<file path="config.mk">
export PLATFORM = sky130hd
export DESIGN_NAME = wudp_ram
export DESIGN_NICKNAME = d
export VERILOG_FILES = /design/src/hdl/wudp_ram.sv
export SDC_FILE = /design/constraint.sdc
export NUM_CORES = 1
export LEC_CHECK = 0
export BUFFER_PORTS_ARGS = -buffer_cell sky130_fd_sc_hd__buf_2
export CAP_MARGIN = 40
export CELL_PAD_IN_SITES_DETAIL_PLACEMENT = 1
export CELL_PAD_IN_SITES_GLOBAL_PLACEMENT = 1
export CORE_UTILIZATION = 57
export DETAILED_ROUTE_END_ITERATION = 12
export GPL_TIMING_DRIVEN = 0
export PLACE_DENSITY = 0.91
export SLEW_MARGIN = 20
export SYNTH_ARGS = -nofsm -noshare
export SYNTH_HDL_FRONTEND = slang
export SYNTH_SLANG_ARGS = --single-unit
export TNS_END_PERCENT = 20
</file>
<file path="constraint.sdc">
create_clock -name clk -period 3.5 [get_ports clk]
set_input_delay 0.35 -clock clk [delete_from_list [all_inputs] [get_ports clk]]
set_output_delay 0.35 -clock clk [all_outputs]
set_load 0.01 [all_outputs]
</file>
<file path="src/hdl/wudp_ram.sv">
// generic single write port, single read port ram with registered read
module wudp_ram #(
    parameter int WIDTH = 8,
    parameter int DEPTH = 16
) (
    input  logic                     clk,
    input  logic                     wr_en,
    input  logic [$clog2(DEPTH)-1:0] wr_addr,
    input  logic [WIDTH-1:0]         wr_data,
    input  logic [$clog2(DEPTH)-1:0] rd_addr,
    output logic [WIDTH-1:0]         rd_data
);

    logic [WIDTH-1:0] mem [DEPTH];
    logic [WIDTH-1:0] rd_data_reg;

    always_ff @(posedge clk)
    begin
        if (wr_en)
        begin
            mem[wr_addr] <= wr_data;
        end
        rd_data_reg <= mem[rd_addr];
    end

    assign rd_data = rd_data_reg;

endmodule

</file>
==> impl_metrics.json <==
{
  "post-cts-setup-buffers": 0,
  "dieHeight_microns": 97.03,
  "switching_share_pct": 20.35,
  "synth_ff_type": "edfxtp_1",
  "ant_nets": 0,
  "synth_top_cell_area_share_pct": 74.67,
  "p_leak_uw": 0.002052,
  "setup_viol": 0,
  "power_density_nw_per_um2": 640.4,
  "vias": 2550,
  "worst_pin_slew_ns": 0.8521,
  "post_layout_nonfiller_instances": 395,
  "crit_end": "mem[1][6]",
  "r2r_slack_ns": 2.02,
  "reg2reg_from": "mem[5][0]",
  "grt_max_degree": 17,
  "synth.avg_cell_area_sq_um": 22.48,
  "place.port_buffers": 24,
  "n_antenna_cell": 0,
  "synth_edf_count": 128,
  "route.detailed.wl_per_inst_microns": 30.43,
  "clockBufferDepth": 2,
  "place.gp.congestion": 0.7262,
  "die-area_sq_um": 9415,
  "drt_pass1_iterations": 4,
  "p_sw_uw": 789.6,
  "relSlewSlack_pct": 42.98,
  "r2r_cells": 3,
  "htree_levels": 4,
  "synth.net_count": 247,
  "syn_inst": 229,
  "cp_max_fo": 8,
  "crit_path_start": "wr_addr[2]",
  "yosysSeqAreaShare_pct": 77.78,
  "clk_pin_slew_ns": 0.06,
  "r2r_end": "rd_data[0]",
  "grt_pass1_vias": 2588,
  "pin_count": 26,
  "rows": 34,
  "crit_path_start_kind": "primary input",
  "critPathKind": "primary input to flop",
  "antenna_found_initial": 0,
  "insertion_delay_ns": 0.52,
  "finalHoldViolCount": 0,
  "drc": 0,
  "finalSetupTns_ns": 0,
  "cts-resized-gates": 0,
  "arrival_ns": 1.69,
  "ys_ff_latch": 136,
  "syn2layout_area_growth_pct": 17.70,
  "end_kind": "flop",
  "tritoncts": "built",
  "maxSlewViolCount": 0,
  "start_util_pct": 59.02,
  "synth_area_leaders": "edfxtp_1 75%, mux4_2 7.9%, mux4_1 7.1%",
  "yosysUniqueCellTypes": 19,
  "yosysWarningCount": 0,
  "yosysMostFrequentCell": "edfxtp_1",
  "drt-total-wl_microns": 12020,
  "hp-class": "primary input to flop",
  "fin_crit_ns": 1.536,
  "skew_ns": 0.01387,
  "root_buffer": "clkbuf_8",
  "internal-power_uw": 3090,
  "core_area_sq_um": 8721,
  "hpwl_microns": 6815,
  "vdd_drop_max_mv": 0.4245,
  "period_share_pct": 43.90,
  "synthArstFlopShare_pct": 0,
  "grt_pass1_wl_microns": 17560,
  "status": "finished clean",
  "dpl_worst_slack_ns": 1.429,
  "synth_common_cells": "128 x edfxtp_1, 18 x mux4_2, 16 x a22oi_1",
  "cts_made_buffers": 17,
  "clock-sinks": 136,
  "cp_data_required_time_ns": 3.65,
  "ctsHoldBuffers": 0,
  "fmax_mhz": 650.9,
  "largest_reg_flops": 128,
  "grt_util_all_layers_pct": 27.65,
  "layout_setup_ws_ns": 1.964,
  "power_frac_seq_pct": 47.2,
  "drive_above_1_share_pct": 31.01,
  "dp_cells": 361,
  "drtIter0Drc": 265,
  "maxCapViolations": 0,
  "synth_area_leader_cell": "edfxtp_1",
  "clockPowerShare_pct": 47.9,
  "die_w_microns": 97.03,
  "fin_nets": 292,
  "rsz0062_at_grt": "no",
  "syn_area_sq_um": 5147,
  "routed_via_density": 6.456,
  "power_frac_comb_pct": 4.8,
  "grt_overflow": 0
}
worst max-delay path, stage by stage:
cell and delay [ns]:
buf_2 0.12, or3b_2 0.54, nor2_1 0.68
routing by layer:
metal | up-vias | wire [microns] | track usage [%]
met5 | - | 0 | 0
met2 | 121 | 6054 | 42.36
li1 | 1064 | - | -
met3 | 17 | 770 | 7.225
met4 | 0 | 180 | 8.266
met1 | 1348 | 5015 | 39.83
cell type report:
class                   count  area [sq um]
multi-input cells          83          1077
fillers                   674          2663
flip-flops and latches    136          4004
plain buffers              10         86.33
clock buffers              21         449.2
clock inverters            11         171.4
repair buffers             26         135.1
well taps                 108         135.1
kinds of logic (layout without fill, tap and decap cells):
kind of cell	Yosys count	after routing	synth area share [%]
flops	136	136	77.78
simple gates	35	35	3.184
mux	32	32	15.02
compound gates	16	16	2.334
buf+inv	10	68	1.677
through the flow:
stage | utilization, % | power [uW] | hold slack, ns | instance area (sq um)
final | 69.47 | 3880 | 0.2288 | 6058
after global routing | 69.47 | 3961 | 0.2200 | 6058
after CTS | 69.30 | 3891 | 0.2150 | 6043
after detailed placement | 62.18 | 2046 | 0.6948 | 5423
after global placement | 61.95 | 2028 | 0.6540 | 5403
after floorplan | - | 1960 | 0.4489 | 5147
worst min path at each step:
| stage | slack, ns | depth (start not counted) | end | start |
|---|---|---|---|---|
| after floorplan | 0.45 | 0 | mem[0][0] | wr_data[0] |
| after global placement | 0.65 | 3 | rd_data[3] | mem[11][3] |
| after detailed placement | 0.69 | 3 | rd_data[5] | mem[0][5] |
| after CTS | 0.22 | 1 | mem[3][6] | wr_data[6] |
| after global routing | 0.22 | 1 | mem[3][6] | wr_data[6] |
| final | 0.23 | 1 | mem[6][6] | wr_data[6] |
placed cells by master (no fill, tap or decap), drive strengths merged:
master,n
edfxtp,128
buf,33
mux4,32
clkbuf,21
a22oi,16
nor2,13
nand2,9
dfxtp,8
clkinv,5
nor3,4
bufinv,4
clkdlybuf4s25,3
nand3b,2
nand2b,2
clkinvlp,2
nor2b,1
and2,1
and2b,1
nand3,1
or3b,1
power by group through the flow:
stage               clock network, uW  logic [uW]  registers, uW
floorplan                           0        92.4           1870
global placement                    0         168           1860
detailed placement                  0         181           1870
CTS                              1870         188           1830
global route                     1930         198           1840
finish                           1860         188           1830
(Power assumes the default switching activity.)
