File: src/hdl/wudp_pkg.sv
// shared constants and types for the windowed up/down points block
package wudp_pkg;

    localparam int MAX_WINDOW = 256;
    localparam int IDX_W      = $clog2(MAX_WINDOW);
    localparam int CNT_W      = $clog2(MAX_WINDOW + 1);

    localparam int PRICE_W    = 32;
    localparam int WL_W       = 9;
    localparam int PS_W       = 20;
    localparam int CFG_W      = 20;
    localparam int CFG_IDX_W  = 1;

    localparam logic [CFG_IDX_W-1:0] CFG_WINDOW_LENGTH = 1'd0;
    localparam logic [CFG_IDX_W-1:0] CFG_POINT_SIZE    = 1'd1;

    localparam logic [WL_W-1:0] WL_RESET = 9'd14;
    localparam logic [PS_W-1:0] PS_RESET = 20'd10;

    // signed points per bar
    localparam int PT_W = 24;
    localparam logic [PRICE_W-1:0] PT_POS_MAX = PRICE_W'((64'd1 << (PT_W - 1)) - 64'd1);
    localparam logic [PRICE_W-1:0] PT_NEG_MAX = PRICE_W'(64'd1 << (PT_W - 1));

    // sums hold the window exactly, down magnitude can reach MAX_WINDOW * 2^(PT_W-1)
    localparam int SUM_W = PT_W + IDX_W;
    localparam int TOT_W = SUM_W + 1;

    localparam int NET_W   = 32;
    localparam int DOWN_W  = 31;
    localparam int RATIO_W = 17;

    // shared divider
    localparam int Q_W       = PRICE_W;
    localparam int DIV_CNT_W = $clog2(Q_W + 1);
    localparam logic [DIV_CNT_W-1:0] DIV_STEPS_BAR   = DIV_CNT_W'(Q_W);
    localparam logic [DIV_CNT_W-1:0] DIV_STEPS_RATIO = DIV_CNT_W'(RATIO_W);

    typedef struct packed {
        logic                 load;
        logic                 skip_first;
        logic [DIV_CNT_W-1:0] steps;
    } div_cmd_t;

endpackage

File: src/hdl/wudp_div.sv
// shared restoring divider, one quotient bit per cycle
module wudp_div
    import wudp_pkg::*;
(
    input  logic             clk,
    input  logic             rst_n,
    input  div_cmd_t         cmd,
    input  logic [TOT_W-1:0] rem_init,
    input  logic [Q_W-1:0]   quo_init,
    input  logic [TOT_W-1:0] divisor,
    output logic             done,
    output logic [Q_W-1:0]   quotient
);

    logic [TOT_W-1:0]     rem_reg, rem_next;
    logic [Q_W-1:0]       quo_reg, quo_next;
    logic [TOT_W-1:0]     dvs_reg;
    logic [DIV_CNT_W-1:0] cnt_reg, cnt_next;
    logic                 skip_reg, skip_next;
    logic                 busy_reg, busy_next;
    logic                 done_reg, done_next;
    logic [TOT_W:0]       trial;
    logic [TOT_W:0]       diff;
    logic                 ge;

    // first step of a ratio divides the preloaded remainder without shifting
    always_comb
    begin
        trial = skip_reg ? {1'b0, rem_reg} : {rem_reg, quo_reg[Q_W-1]};
        diff  = trial - {1'b0, dvs_reg};
        ge    = (trial >= {1'b0, dvs_reg});
    end

    always_comb
    begin
        rem_next  = rem_reg;
        quo_next  = quo_reg;
        cnt_next  = cnt_reg;
        skip_next = skip_reg;
        busy_next = busy_reg;
        done_next = 1'b0;
        if (cmd.load)
        begin
            rem_next  = rem_init;
            quo_next  = quo_init;
            cnt_next  = cmd.steps;
            skip_next = cmd.skip_first;
            busy_next = 1'b1;
        end
        else if (busy_reg)
        begin
            rem_next  = ge ? diff[TOT_W-1:0] : trial[TOT_W-1:0];
            quo_next  = {quo_reg[Q_W-2:0], ge};
            cnt_next  = cnt_reg - 1'b1;
            skip_next = 1'b0;
            if (cnt_reg == DIV_CNT_W'(1))
            begin
                busy_next = 1'b0;
                done_next = 1'b1;
            end
        end
    end

    always_ff @(posedge clk or negedge rst_n)
    begin
        if (!rst_n)
        begin
            cnt_reg  <= '0;
            skip_reg <= 1'b0;
            busy_reg <= 1'b0;
            done_reg <= 1'b0;
        end
        else
        begin
            cnt_reg  <= cnt_next;
            skip_reg <= skip_next;
            busy_reg <= busy_next;
            done_reg <= done_next;
        end
    end

    always_ff @(posedge clk)
    begin
        rem_reg <= rem_next;
        quo_reg <= quo_next;
        if (cmd.load)
        begin
            dvs_reg <= divisor;
        end
    end

    assign done     = done_reg;
    assign quotient = quo_reg;

`ifndef SYNTH
    a_no_load_while_busy: assert property (@(posedge clk) disable iff (!rst_n)
        cmd.load |-> !busy_reg)
        else $error("divider loaded while busy");

    a_done_after_busy: assert property (@(posedge clk) disable iff (!rst_n)
        $rose(done_reg) |-> $past(busy_reg))
        else $error("divider done without a running division");

    a_rem_below_divisor: assert property (@(posedge clk) disable iff (!rst_n)
        (busy_reg && !skip_reg) |-> (rem_reg < dvs_reg))
        else $error("divider remainder not below divisor");
`endif

endmodule
File: config.mk
export PLATFORM = sky130hd
export DESIGN_NAME = wudp_div
export DESIGN_NICKNAME = d
export VERILOG_FILES = /design/src/hdl/wudp_pkg.sv /design/src/hdl/wudp_div.sv
export SDC_FILE = /design/constraint.sdc
export NUM_CORES = 1
export LEC_CHECK = 0
export BUFFER_PORTS_ARGS = -buffer_cell sky130_fd_sc_hd__clkbuf_2
export CAP_MARGIN = 10
export CORE_ASPECT_RATIO = 1.2
export CORE_MARGIN = 5
export CORE_UTILIZATION = 35
export CTS_CLUSTER_DIAMETER = 100
export DETAILED_ROUTE_END_ITERATION = 7
export GPL_TIMING_DRIVEN = 1
export REMOVE_ABC_BUFFERS = 1
export SYNTH_ARGS = -nofsm -noshare
export SYNTH_HDL_FRONTEND = slang
export SYNTH_SLANG_ARGS = --single-unit
File: constraint.sdc
create_clock -name clk -period 4.4 [get_ports clk]
set_input_delay 0.22 -clock clk [delete_from_list [all_inputs] [get_ports clk]]
set_output_delay 0.22 -clock clk [all_outputs]
set_load 0.01 [all_outputs]
==> out/results.ini <==
[timing]
max_freq_ghz = 0.266
rsz0062_at_grt = no
setup_violations = 0
timing.final.crit_share_pct = 85.6
period_minus_slack_ns = 3.76
tightest_slew_ns = 0.869
max_slew_margin_pct = 42.0
hold_slack_ns = 0.0289
finClkSkew_ns = 0.0114
slew_violations = 0
tns_ns = 0
hold_viol = 0

[power]
peakVddDrop_mv = 0.236
power_density_nw_per_um2 = 612
total_power_mw = 4.97
p_leak_nw = 3.41

[drt]
post-route-drc-count = 0
met1Wirelength_mm = 6.71
firstDrtPassIters = 4
met3RoutedLength_um = 893
routed_via_density = 4.91
wl_per_cell_um = 15.1
top_layer_used = met4
drtIter0Drc = 307
routed_wl_mm = 15.6
postRouteAntennaNets = 0
routed-wl-met2_mm = 7.71
vias = 5062

[hold_path]
hold_start = divisor[10]
whs_path_depth = 1
hold_class = primary input to flop
holdPathEnd = dvs_reg[10]

[critical_path]
arrival_ns = 3.87
slowest_stage = a221o_1
critPathBufInv = 1
critPathMaxStageDelay_ns = 0.65
r2r_start = skip_reg
required_ns = 4.51
worstPathMaxFanout = 35
worst_path_dominant_cell_family = compound AO/OA/AOI/OAI gates
end_kind = flop
cp_cell_sequence = buf_12, mux2_2, ha_1, a211oi_1, o211ai_1, o21ai_1, a21oi_2, a221o_1, nor2_1, a21oi_1, mux2_2
worstReg2RegEnd = rem_reg[13]
reg2reg_depth = 11
rrSetupSlack_ns = 0.64
crit_path_frequent_cell = mux2_2
cp.depth = 11
cp-start-kind = flop
critical_path_class = flop to flop

[place]
place_inst = 1014
hpwl_mm = 11.5
io_buffers = 140
gp_congestion = 0.852

[clock_tree]
root_buffer = clkbuf_16
htreeDepth = 3
postCtsSetupBuffers = 0
clock_path_buffers = 2
clk_pin_slew_ns = 0.08
clk_latency_ns = 0.36
cts_sinks = 107
cts_tree = yes
cts_buffers = 9

[synth]
synth_edf_count = 98
postSynthAreaPerCell_um2 = 10.8
ys_types = 63
synthesis.instances = 636
seq_area_frac_synth_pct = 46.1
ys_seq_elements = 107
synth_area_um2 = 6870
async_flop_share_pct = 8.41
yosysWarnings = 0
dominantRegCellSynth = edfxtp_1

[floorplan]
ios = 141
dieArea_um2 = 22600
die_h_um = 164
start_util_pct = 35.4
rows = 56
die-width_um = 138
core_um2 = 19400

[run]
cap_violations = 0

[finish]
diodes = 0
area_growth_pct = 18.1
final_common_cell = clkbuf_2
final_cell_mix = clkbuf_2, edfxtp_1, mux2_2
final-instance-count-excl-fill = 1031
final_util_pct = 41.8
nets = 909
final.fill_count = 1975
final_layout_size_suffix_gt1_share_pct = 32.9

[grt]
grt_pass1_wl_mm = 25.4
grt_pass1_vias = 5299
grt_usage_pct = 14.2
grt-ovfl-total = 0
antenna_found_initial = 0
grt_max_degree = 142

[status]
status = completed

per-layer routing:
layer	track usage, %	up-vias
met5	0	-
met3	4.22	20
met4	4.81	0
li1	-	2597
met2	24.0	118
met1	17.2	2327
worst reg2reg max path: stages (launching register included):
cell	delay (ns)
dfrtp_1	0.37
buf_12	0.23
mux2_2	0.38
ha_1	0.35
a211oi_1	0.33
o211ai_1	0.14
o21ai_1	0.32
a21oi_2	0.17
a221o_1	0.65
nor2_1	0.21
a21oi_1	0.06
mux2_2	0.29
power by group:
| group | leakage [nW] | switching, mW | internal [mW] |
|---|---|---|---|
| clock | 0.141 | 0.394 | 0.394 |
| sequential | 1.12 | 0.119 | 1.42 |
| combinational | 2.15 | 1.48 | 1.17 |
metrics by stage:
stage	setup WS, ns	instance area [um2]
final	0.636	8120
after global routing	0.366	8120
after floorplan	0.00539	6730
after global placement	0.671	7820
after detailed placement	0.625	7820
after CTS	0.626	8120
cell type report:
| type | instances | area, um2 | area share [%] |
|---|---|---|---|
| Multi-Input combinational cell | 443 | 3350 | 41.2 |
| Tap cell | 261 | 327 | 4.02 |
| Timing Repair Buffer | 146 | 776 | 9.55 |
| Inverter | 58 | 218 | 2.68 |
| Clock buffer | 9 | 225 | 2.77 |
| Clock inverter | 7 | 61.3 | 0.755 |
| Sequential cell | 107 | 3170 | 39.0 |
logic make-up after synthesis:
| group | count (synthesis) | synth area share (%) |
|---|---|---|
| and+or+nand+nor | 153 | 11.3 |
| AOI/OAI and AO/OA | 144 | 13.8 |
| DFF | 107 | 46.1 |
| buffers and inverters | 86 | 5.24 |
| muxes | 81 | 13.2 |
| adders and majority gates | 36 | 6.66 |
| xor gates and xnor gates | 29 | 3.69 |
worst max path at each step:
stage / start / endpoint / slack [ns]
5_1_grt: skip_reg / rem_reg[7] / 0.37
6_report: skip_reg / rem_reg[13] / 0.64
2_1_floorplan: skip_reg / rem_reg[25] / 0.005
4_1_cts: skip_reg / rem_reg[13] / 0.63
3_3_place_gp: skip_reg / rem_reg[10] / 0.67
3_5_place_dp: skip_reg / rem_reg[10] / 0.63
what timing repair did:
| action | 4_1_cts | 5_1_grt |
|---|---|---|
| hold endpoints to repair | 9 | 0 |
| resized for setup | 0 | 0 |
| hold buffers | 1 | 0 |
cells in the mapped netlist, drive strengths merged, types with 5 or more instances:
| cell | number | area, um2 |
|---|---|---|
| o21bai | 6 | 45.0 |
| nand2 | 51 | 191 |
| nand4 | 7 | 43.8 |
| ha | 35 | 438 |
| edfxtp | 98 | 2940 |
| nor2 | 29 | 109 |
| nor3 | 12 | 60.1 |
| o211ai | 5 | 37.5 |
| xnor2 | 19 | 166 |
| nor2b | 5 | 31.3 |
| nand2b | 9 | 56.3 |
| inv | 58 | 218 |
| a211oi | 10 | 75.1 |
| dfrtp | 9 | 225 |
| buf | 19 | 109 |
| clkbuf | 9 | 33.8 |
| a221oi | 5 | 67.6 |
| and2 | 5 | 31.3 |
| a21oi | 45 | 240 |
| mux2 | 78 | 878 |
| xor2 | 10 | 87.6 |
| nor3b | 6 | 50.1 |
| o21ai | 45 | 229 |
| and3 | 5 | 31.3 |
| nand3 | 12 | 60.1 |
No activity file was read; power rests on OpenSTA's default activity.
